File: src/sv/btda_pkg.sv
package btda_pkg;

    localparam int VALUE_WIDTH = 32;
    localparam int FIELD_WIDTH = 32;
    localparam int CONV_BITS   = (VALUE_WIDTH < FIELD_WIDTH) ? VALUE_WIDTH : FIELD_WIDTH;
    localparam int NUM_DIGITS  = 10;
    localparam int DIGIT_W     = 4;
    localparam int CHAR_W      = 6;
    localparam int CNT_W       = $clog2(NUM_DIGITS + 1);
    localparam int BIT_CNT_W   = $clog2(CONV_BITS + 1);

    localparam logic [CHAR_W-1:0]  ASCII_ZERO = 6'd48;
    localparam logic [DIGIT_W-1:0] DEC_MAX    = 4'd9;
    localparam logic [DIGIT_W-1:0] ADJ_LIMIT  = 4'd5;
    localparam logic [DIGIT_W-1:0] ADJ_ADD    = 4'd3;

    typedef struct packed {
        logic clear;
        logic dabble;
        logic move;
    } cell_ctrl_t;

endpackage

File: src/sv/binary_to_decimal_ascii_core.sv
// Binary to decimal ASCII converter.
// Input channel: in_valid/in_ready with a 32-bit unsigned value per beat.
// Output channel: out_valid/out_ready with one ASCII digit per beat
// (digit_char, '0'..'9'), most significant first, no leading zeros;
// last is high on the final digit. Zero gives the single beat '0'.
// A row of ten BCD digit cells runs shift-add-3 over all 32 input bits,
// then leading zero digits are shifted out at one per cycle, then digits
// are shifted to the output register at one per cycle while the receiver
// takes them. One item is worked on at a time; in_ready is high only
// when idle, which is reached as soon as the last digit sits in the
// output register. When the receiver stalls, the output register holds
// its beat and the cell row waits. Reset empties the output register
// and returns to idle.
module binary_to_decimal_ascii_core (
    input  logic                          clk,
    input  logic                          rst_n,
    input  logic                          in_valid,
    output logic                          in_ready,
    input  logic [btda_pkg::FIELD_WIDTH-1:0] value,
    output logic                          out_valid,
    input  logic                          out_ready,
    output logic [btda_pkg::CHAR_W-1:0]   digit_char,
    output logic                          last
);

    typedef enum logic [1:0] {
        ST_IDLE,
        ST_CONV,
        ST_SKIP,
        ST_EMIT
    } state_t;

    state_t                                state_reg;
    logic [btda_pkg::CONV_BITS-1:0]        bin_reg;
    logic [btda_pkg::BIT_CNT_W-1:0]        bit_cnt_reg;
    logic [btda_pkg::CNT_W-1:0]            cnt_reg;
    logic                                  out_valid_reg;
    logic [btda_pkg::CHAR_W-1:0]           digit_char_reg;
    logic                                  last_reg;

    logic [btda_pkg::DIGIT_W-1:0]          digit [btda_pkg::NUM_DIGITS];
    logic                                  carry [btda_pkg::NUM_DIGITS+1];
    logic [btda_pkg::DIGIT_W-1:0]          top_digit;
    btda_pkg::cell_ctrl_t                  ctrl;
    logic                                  in_fire;
    logic                                  load_out;
    logic                                  skip_move;

    assign in_ready  = (state_reg == ST_IDLE);
    assign in_fire   = in_valid && in_ready;
    assign top_digit = digit[btda_pkg::NUM_DIGITS-1];
    assign load_out  = (state_reg == ST_EMIT) && (!out_valid_reg || out_ready);
    assign skip_move = (state_reg == ST_SKIP) && (top_digit == '0)
                       && (cnt_reg > btda_pkg::CNT_W'(1));

    assign ctrl.clear  = in_fire;
    assign ctrl.dabble = (state_reg == ST_CONV);
    assign ctrl.move   = skip_move || load_out;

    assign carry[0] = bin_reg[btda_pkg::CONV_BITS-1];

    genvar i;
    generate
        for (i = 0; i < btda_pkg::NUM_DIGITS; i++)
        begin : g_cell
            btda_cell u_cell (
                .clk   (clk),
                .ctrl  (ctrl),
                .cin   (carry[i]),
                .din   ((i == 0) ? {btda_pkg::DIGIT_W{1'b0}} : digit[(i == 0) ? 0 : i-1]),
                .digit (digit[i]),
                .cout  (carry[i+1])
            );
        end
    endgenerate

    always_ff @(posedge clk or negedge rst_n)
    begin
        if (!rst_n)
        begin
            state_reg      <= ST_IDLE;
            bin_reg        <= '0;
            bit_cnt_reg    <= '0;
            cnt_reg        <= '0;
            out_valid_reg  <= 1'b0;
            digit_char_reg <= '0;
            last_reg       <= 1'b0;
        end
        else
        begin
            if (load_out)
            begin
                out_valid_reg <= 1'b1;
            end
            else if (out_valid_reg && out_ready)
            begin
                out_valid_reg <= 1'b0;
            end
            case (state_reg)
                ST_IDLE:
                begin
                    if (in_fire)
                    begin
                        bin_reg     <= value[btda_pkg::CONV_BITS-1:0];
                        bit_cnt_reg <= btda_pkg::BIT_CNT_W'(btda_pkg::CONV_BITS);
                        state_reg   <= ST_CONV;
                    end
                end
                ST_CONV:
                begin
                    bin_reg     <= bin_reg << 1;
                    bit_cnt_reg <= bit_cnt_reg - 1'b1;
                    if (bit_cnt_reg == btda_pkg::BIT_CNT_W'(1))
                    begin
                        cnt_reg   <= btda_pkg::CNT_W'(btda_pkg::NUM_DIGITS);
                        state_reg <= ST_SKIP;
                    end
                end
                ST_SKIP:
                begin
                    if (skip_move)
                    begin
                        cnt_reg <= cnt_reg - 1'b1;
                    end
                    else
                    begin
                        state_reg <= ST_EMIT;
                    end
                end
                ST_EMIT:
                begin
                    if (load_out)
                    begin
                        digit_char_reg <= btda_pkg::ASCII_ZERO
                                          + {{(btda_pkg::CHAR_W-btda_pkg::DIGIT_W){1'b0}},
                                             top_digit};
                        last_reg       <= (cnt_reg == btda_pkg::CNT_W'(1));
                        cnt_reg        <= cnt_reg - 1'b1;
                        if (cnt_reg == btda_pkg::CNT_W'(1))
                        begin
                            state_reg <= ST_IDLE;
                        end
                    end
                end
                default:
                begin
                    state_reg <= ST_IDLE;
                end
            endcase
        end
    end

    assign out_valid  = out_valid_reg;
    assign digit_char = digit_char_reg;
    assign last       = last_reg;

`ifndef NO_ASSERTIONS
    a_char_range: assert property (@(posedge clk) disable iff (!rst_n)
        out_valid_reg |-> (digit_char_reg >= btda_pkg::ASCII_ZERO)
                       && (digit_char_reg <= btda_pkg::ASCII_ZERO + 6'd9))
        else $error("digit_char outside '0'..'9'");

    a_top_decimal: assert property (@(posedge clk) disable iff (!rst_n)
        (state_reg == ST_SKIP || state_reg == ST_EMIT) |-> (top_digit <= btda_pkg::DEC_MAX))
        else $error("converted digit is not decimal");

    a_cnt_live: assert property (@(posedge clk) disable iff (!rst_n)
        (state_reg == ST_SKIP || state_reg == ST_EMIT)
            |-> (cnt_reg != '0) && (cnt_reg <= btda_pkg::CNT_W'(btda_pkg::NUM_DIGITS)))
        else $error("digit count out of range");

    a_last_ends: assert property (@(posedge clk) disable iff (!rst_n)
        (load_out && cnt_reg == btda_pkg::CNT_W'(1)) |=> (state_reg == ST_IDLE) && last_reg)
        else $error("final digit did not end the item");

    a_first_nonzero: assert property (@(posedge clk) disable iff (!rst_n)
        (state_reg == ST_SKIP && !skip_move) |-> (top_digit != '0)
                                              || (cnt_reg == btda_pkg::CNT_W'(1)))
        else $error("leading zero left in front");
`endif

endmodule

File: src/sv/btda_cell.sv
module btda_cell (
    input  logic                           clk,
    input  btda_pkg::cell_ctrl_t           ctrl,
    input  logic                           cin,
    input  logic [btda_pkg::DIGIT_W-1:0]   din,
    output logic [btda_pkg::DIGIT_W-1:0]   digit,
    output logic                           cout
);

    logic [btda_pkg::DIGIT_W-1:0] digit_reg;
    logic [btda_pkg::DIGIT_W-1:0] digit_next;
    logic [btda_pkg::DIGIT_W-1:0] adj;

    // add-3 before the shift keeps the digit decimal after doubling
    always_comb
    begin
        if (digit_reg >= btda_pkg::ADJ_LIMIT)
        begin
            adj = digit_reg + btda_pkg::ADJ_ADD;
        end
        else
        begin
            adj = digit_reg;
        end
    end

    always_comb
    begin
        if (ctrl.clear)
        begin
            digit_next = '0;
        end
        else if (ctrl.dabble)
        begin
            digit_next = {adj[btda_pkg::DIGIT_W-2:0], cin};
        end
        else if (ctrl.move)
        begin
            digit_next = din;
        end
        else
        begin
            digit_next = digit_reg;
        end
    end

    always_ff @(posedge clk)
    begin
        digit_reg <= digit_next;
    end

    assign digit = digit_reg;
    assign cout  = adj[btda_pkg::DIGIT_W-1];

endmodule
File: config.mk
export PLATFORM = sky130hd
export DESIGN_NAME = binary_to_decimal_ascii_core
export DESIGN_NICKNAME = d
export VERILOG_FILES = /design/src/sv/btda_pkg.sv /design/src/sv/binary_to_decimal_ascii_core.sv /design/src/sv/btda_cell.sv
export SDC_FILE = /design/constraint.sdc
export NUM_CORES = 1
export LEC_CHECK = 0
export ABC_CLOCK_PERIOD_IN_PS = 2200
export BUFFER_PORTS_ARGS = -buffer_cell sky130_fd_sc_hd__buf_2
export CORE_ASPECT_RATIO = 0.75
export CORE_MARGIN = 8
export CORE_UTILIZATION = 60
export CTS_CLUSTER_SIZE = 16
export DETAILED_ROUTE_END_ITERATION = 12
export PLACE_DENSITY = 0.8
export SLEW_MARGIN = 20
export SYNTH_ARGS = -nofsm -noshare
export SYNTH_HDL_FRONTEND = slang
export SYNTH_SLANG_ARGS = --single-unit
export TNS_END_PERCENT = 1
File: constraint.sdc
create_clock -name clk -period 2.2 [get_ports clk]
set_input_delay 0.22 -clock clk [delete_from_list [all_inputs] [get_ports clk]]
set_output_delay 0.22 -clock clk [all_outputs]
set_load 0.1 [all_outputs]
* Word level (Yosys, flattened, before mapping)
Index checks and enable logic that the tools add are counted.
** Word-level totals
- Register bits after elaboration :: 92
- Bits of input ports :: 36
- Output and inout port bits :: 9
** Cells by class
- $add $sub $neg :: 13
- $lt $le $gt $ge :: 11
- Equal/unequal tests :: 11
- Muxes and demuxes :: 46
- Reductions and logical operators :: 18
** Operator list (number)
- two-way mux 4 bit :: 32
- one-hot mux 32 bit (2 select lines) :: 1
- greater-or-equal comparator 4 x 3 -> 1 bit, second input constant :: 10
- adder 4 x 2 -> 4 bit, second input constant :: 9
- two-way mux 32 bit :: 1
- one-hot mux 4 bit (3 select lines) :: 1
- one-hot mux 6 bit (2 select lines) :: 1
- two-way mux 2 bit :: 5
- one-hot mux 2 bit (4 select lines) :: 1
- adder 5 x 5 -> 6 bit, first input constant :: 1
- == test 6 x 1 -> 1 bit, second input constant :: 1
- two-way mux 6 bit :: 1
- != test 2 x 1 -> 1 bit, second input constant :: 3
- != test 2 bit, second input constant :: 3
- nonzero test 2 bit :: 3
- subtractor 6 x 1 -> 6 bit, second input constant :: 1
- logical AND 1 bit :: 5
- AND reduction 5 bit :: 1
- == test 2 bit, second input constant :: 2
- == test 4 x 1 -> 1 bit, second input constant :: 1
- greater-than comparator 4 x 1 -> 1 bit, second input constant :: 1
- logical NOT 4 bit :: 1
- AND reduction 2 bit :: 2
- AND reduction 4 bit :: 1
- other kinds (9) :: 11

* Logic depth before layout (Yosys ltp)
- Depth after elaboration :: 6
- Depth in mapped cells :: 8
- Mapped depth without buffers :: 7

* Hierarchy
Synthesis repeated with hierarchy kept, for this count alone.
** Unflattened totals
- Cell total of the unflattened synthesis :: 587
- Area, all modules :: 5338.9 µm²
** Modules (own cells, without submodules)
- btda_cell :: times used 10, cells each 35, area each 280.3 µm², seq. area each 80.1 µm²
- binary_to_decimal_ascii_core :: times used 1, cells each 237, area each 2536.2 µm², seq. area each 1276.2 µm²

* Worst setup path before layout
No wires, ideal clock.
- Path type :: register -> register
- Start :: register state_reg[0]
- End :: register bit_cnt_reg[5] in the netlist's numbering
- Data arrival time :: 2418 ps
- Data required time :: 2063 ps
- Slack :: -355 ps
- Cell stages (with the launch flop) :: 9
- Buffers on the path :: 1
- Period minus slack after synthesis :: 2555 ps
- Cell sequence :: dfrtp_1 -> inv_1 -> ha_1 -> mux2i_1 -> clkbuf_1 -> nor4_1 -> nand2_1 -> xor2_1 -> o21ai_0
** Between the ends
- Word-level cells in the longest chain between the ends :: 4
** Ends and longest elaborated chain
- start: declaration :: line binary_to_decimal_ascii_core.sv:33 : state_t state_reg;
- start signal: assignment :: line binary_to_decimal_ascii_core.sv:81 : state_reg <= ST_IDLE;
- start signal: assignment :: line binary_to_decimal_ascii_core.sv:106 : state_reg <= ST_CONV;
- start signal: assignment :: line binary_to_decimal_ascii_core.sv:116 : state_reg <= ST_SKIP;
- logical NOT 2 bit (*) :: line binary_to_decimal_ascii_core.sv:49 : assign in_ready = (state_reg == ST_IDLE);
- named net in_ready :: line binary_to_decimal_ascii_core.sv:18 : output logic in_ready,
- logical AND 1 bit :: line binary_to_decimal_ascii_core.sv:50 : assign in_fire = in_valid && in_ready;
- != test 2 x 1 -> 1 bit (no line)
- AND reduction 2 bit (no line)
- end signal: assignment :: line binary_to_decimal_ascii_core.sv:105 : bit_cnt_reg <= btda_pkg::BIT_CNT_W'(btda_pkg::CONV_BITS);
- end signal: assignment :: line binary_to_decimal_ascii_core.sv:112 : bit_cnt_reg <= bit_cnt_reg - 1'b1;
- end: declaration :: line binary_to_decimal_ascii_core.sv:35 : logic [btda_pkg::BIT_CNT_W-1:0] bit_cnt_reg;
Mark *: on every way through the listed nets, which the timed path passes. The rest lies on a longest branch.
A chain may end at the register's enable or synchronous reset.

* Worst setup path after layout
- Start :: register state_reg[0]
- End :: register g_cell[2].u_cell.digit_reg (netlist bit g_cell[2].u_cell.digit[3])
** Between the ends
- Word-level cells in the longest chain between the ends :: 5
** Ends and longest elaborated chain
- == test 2 bit :: line binary_to_decimal_ascii_core.sv:53 : assign skip_move = (state_reg == ST_SKIP) && (top_digit == '0)
- logical AND 1 bit :: line binary_to_decimal_ascii_core.sv:53
- logical AND 1 bit :: line binary_to_decimal_ascii_core.sv:54 : && (cnt_reg > btda_pkg::CNT_W'(1));
- logical OR 1 bit :: line binary_to_decimal_ascii_core.sv:58 : assign ctrl.move = skip_move || load_out;
- nonzero test 2 bit (no line)
- end signal: assignment :: line btda_cell.sv:49 : digit_reg <= digit_next;
- end: declaration :: line btda_cell.sv:10 : logic [btda_pkg::DIGIT_W-1:0] digit_reg;
Parallel ways exist; a longest one is shown, timed or not.

==> results.txt <==
Async S/R FF share, synth = 56.0%
Worst-Skew Late Latency = 340 ps
Post-Synthesis Cell Area = 0.00515 sq mm
largest net degree at the start of global routing = 66
Ant. Diodes = 0
drt wl/cell = 16.1 microns
cells along the critical path = inv_1, ha_1, and4bb_1, o31ai_4, buf_12, buf_4, and3_1, a211oi_1, a311oi_1
die area = 0.0118 sq mm
Nets = 654
Seq cells post-synth = 91
Buf/Inv on CP = 3
H-Tree Depth = 3
post-route cell area = 0.00580 sq mm
Max-Cap Viols = 0
fin cells = 702
status = complete, but fails checks
Data required, critical path = 2400 ps
Flop pwr share = 52.5%
Leak = 2.67 nW
hpwl dp = 7800 microns
Die W = 123 microns
all-layer global routing usage = 19.7%
Netlist cell types = 49
initial antenna violation count = 0
hold violation count in the final report = 34
first-pass GRT wire length = 18800 microns
final setup fails = 0
PwrDens = 546 mW/mm^2
Clock transition at path regs = 60 ps
placeable core region = 0.00838 sq mm
WL met1 = 5290 microns
Final Cycle Share = 95.5%
final WL = 11300 microns
Setup crit start kind = flop
Worst-Margin Slew = 634 ps
RSZ-0062 raised after global routing = false
NetSw = 0.680 mW
hold crit path type = input pin to async pin
Die Span Y = 96.2 microns
vias = 4182
CTS tree = built
syn_area_per_cell = 9.33 sq um
metal2 WL = 5330 microns
share of cells above drive strength 1 = 16.5%
critical path data arrival time = 2300 ps
grt ovf = 0
crit-path max FO = 11
Critical Path Start = state_reg[0]
Initial Utilization = 61.5%
clk sinks = 91
Max Slew Vio Count = 0
Main synth FF type = dfrtp_1
Largest register FFs = 40
Slowest cell on crit path = dfrtp_1
met3 WL post-DR = 521 microns
IR drop worst, VDD = 0.565 mV
setup TNS = 0 ps
Final ANT Viol Nets = 0
origin of the critical flop-to-flop path = state_reg[0]
WS Path Type = flop to flop
# DRC = 0
Post-Syn Nets = 617
DRT Pass-1 Iters = 4
Clock Path Buffers = 2
I/O Buffers = 44
CP max stage delay = 430 ps
FP Rows = 29
Setup crit end kind = flop
Post-Synthesis Cells = 552
fillcell total = 629
Via-to-Cell Ratio = 5.96
Area Growth Syn to Fin = 12.5%
Top delay family on crit path = buffers and inverters
register area share after synthesis = 40.3%
Highest Signal Layer = met4
Clock power frac = 45.8%
Slew HR = 57.7%
hold_ws = -28.3 ps
Switching Fraction = 21.5%
vias in the first global route = 4057
Iter 0 DRT Violations = 284
I/O Pins = 45
failing checks = negative hold slack
gpl congestion = 0.847
placed inst area = 0.00547 sq mm
Highest Clock Rate = 0.476 GHz
Internal Power = 2.48 mW
min cycle time layout = 2100 ps
yosys warns = 0
Post-synth EDFFs = 0
total CTS buffers = 9
Root Driver = clkbuf_16
Comb power frac = 1.6%
Clock Skews = 4.76 ps
placed cell count = 683
final design utilization = 69.1%
## per-stage QoR
| stage | hold WS, ps | setup slack, ps | total power, mW |
|---|---|---|---|
| 2_1_floorplan | -75.6 | 19.1 | 1.70 |
| 3_3_place_gp | 360 | 185 | 1.75 |
| 3_5_place_dp | 367 | 34.3 | 1.75 |
| 4_1_cts | 2.91 | 13.5 | 3.18 |
| 5_1_grt | 30.3 | 10.0 | 3.25 |
| 6_report | -28.3 | 98.5 | 3.16 |
## timing repair
item	in CTS	in global routing
gates resized for setup	0	1
hold buffers	0	0
endpoints found under the setup margin	0	33
buffers inserted	0	3
## cells in the mapped netlist, drive strengths merged (2+ instances only)
cell | instances | share of area, %
xor2 | 2 | 0.34
inv | 31 | 2.3
nand2b | 15 | 1.8
ha | 29 | 7.0
nand3 | 2 | 0.19
nand4 | 4 | 0.49
dfxtp | 40 | 16
a21boi | 8 | 1.2
nor2b | 2 | 0.24
a311oi | 10 | 1.7
o21a | 2 | 0.29
mux2 | 12 | 2.6
clkbuf | 24 | 1.7
dfrtp | 51 | 25
a31oi | 17 | 2.1
nand2 | 55 | 4.2
o21bai | 2 | 0.29
o221ai | 2 | 0.34
o211ai | 2 | 0.29
or3 | 2 | 0.24
a21oi | 38 | 3.8
nor3b | 12 | 1.7
nor4 | 2 | 0.24
buf | 12 | 1.6
o21ai | 53 | 5.1
nor3 | 5 | 0.49
a211oi | 34 | 5.1
mux2i | 46 | 8.9
nor2 | 14 | 1.0
xnor2 | 12 | 2.0
o211a | 2 | 0.39
## routing by layer
layer / GRT usage (%) / up-vias
li1: - / 2067
met1: 25.3 / 2021
met2: 32.6 / 80
met3: 4.34 / 14
met4: 6.19 / 0
met5: 0 / -
## power groups by stage
stage               logic (mW)  registers, mW  clock network [mW]
floorplan              0.00215           1.70                   0
global placement        0.0521           1.70                   0
detailed placement      0.0532           1.70                   0
CTS                     0.0535           1.66                1.47
global route            0.0578           1.66                1.53
finish                  0.0515           1.66                1.45
## cell families (layout without fill, tap and decap cells)
kind of cell / Yosys count / in the layout / share of synthesized area [%]
buffers and inverters: 67 / 109 / 5.61
XOR/XNOR: 14 / 14 / 2.38
AND/OR/NAND/NOR: 118 / 118 / 11.5
flip-flops: 91 / 91 / 40.3
adder cells (fa/ha/maj): 29 / 29 / 7.04
AO/OA/AOI/OAI: 175 / 175 / 21.6
multiplexers: 58 / 58 / 11.6
## final cells by class
class,instances,area (sq um),area share (%)
well taps,108,135,2.33
inverters,31,116,2.01
clock inverters,6,40.0,0.691
flip-flops and latches,91,2080,35.8
clock buffers,10,239,4.12
repair buffers,62,368,6.35
multi-input cells,394,2820,48.7
## worst paths after layout
kind | end | slack [ps] | cells past startpoint
hold reg to reg | last | 480 | 2
hold / removal | bin_reg[17] | -30 | 2
max in group asynchronous | digit_char[1] | 1790 | 2
min in group clk | bin_reg[0] | 110 | 2
setup / recovery | g_cell[2].u_cell.digit[3] | 100 | 9
setup reg to reg | g_cell[2].u_cell.digit[3] | 100 | 9
## cell usage in the layout (no fill, tap or decap), types with 3 or more instances in the layout
| cell | count |
|---|---|
| a211oi_1 | 33 |
| a21boi_0 | 5 |
| a21boi_1 | 3 |
| a21oi_1 | 37 |
| a311oi_1 | 10 |
| a31oi_1 | 17 |
| buf_2 | 44 |
| buf_4 | 17 |
| clkbuf_16 | 9 |
| clkinv_2 | 3 |
| dfrtp_1 | 51 |
| dfxtp_1 | 40 |
| ha_1 | 27 |
| inv_1 | 31 |
| mux2_2 | 12 |
| mux2i_1 | 45 |
| nand2_1 | 54 |
| nand2b_1 | 15 |
| nand4_1 | 4 |
| nor2_1 | 14 |
| nor3_1 | 5 |
| nor3b_1 | 12 |
| o21ai_0 | 53 |
| xnor2_1 | 12 |
(Power assumes the default switching activity.)
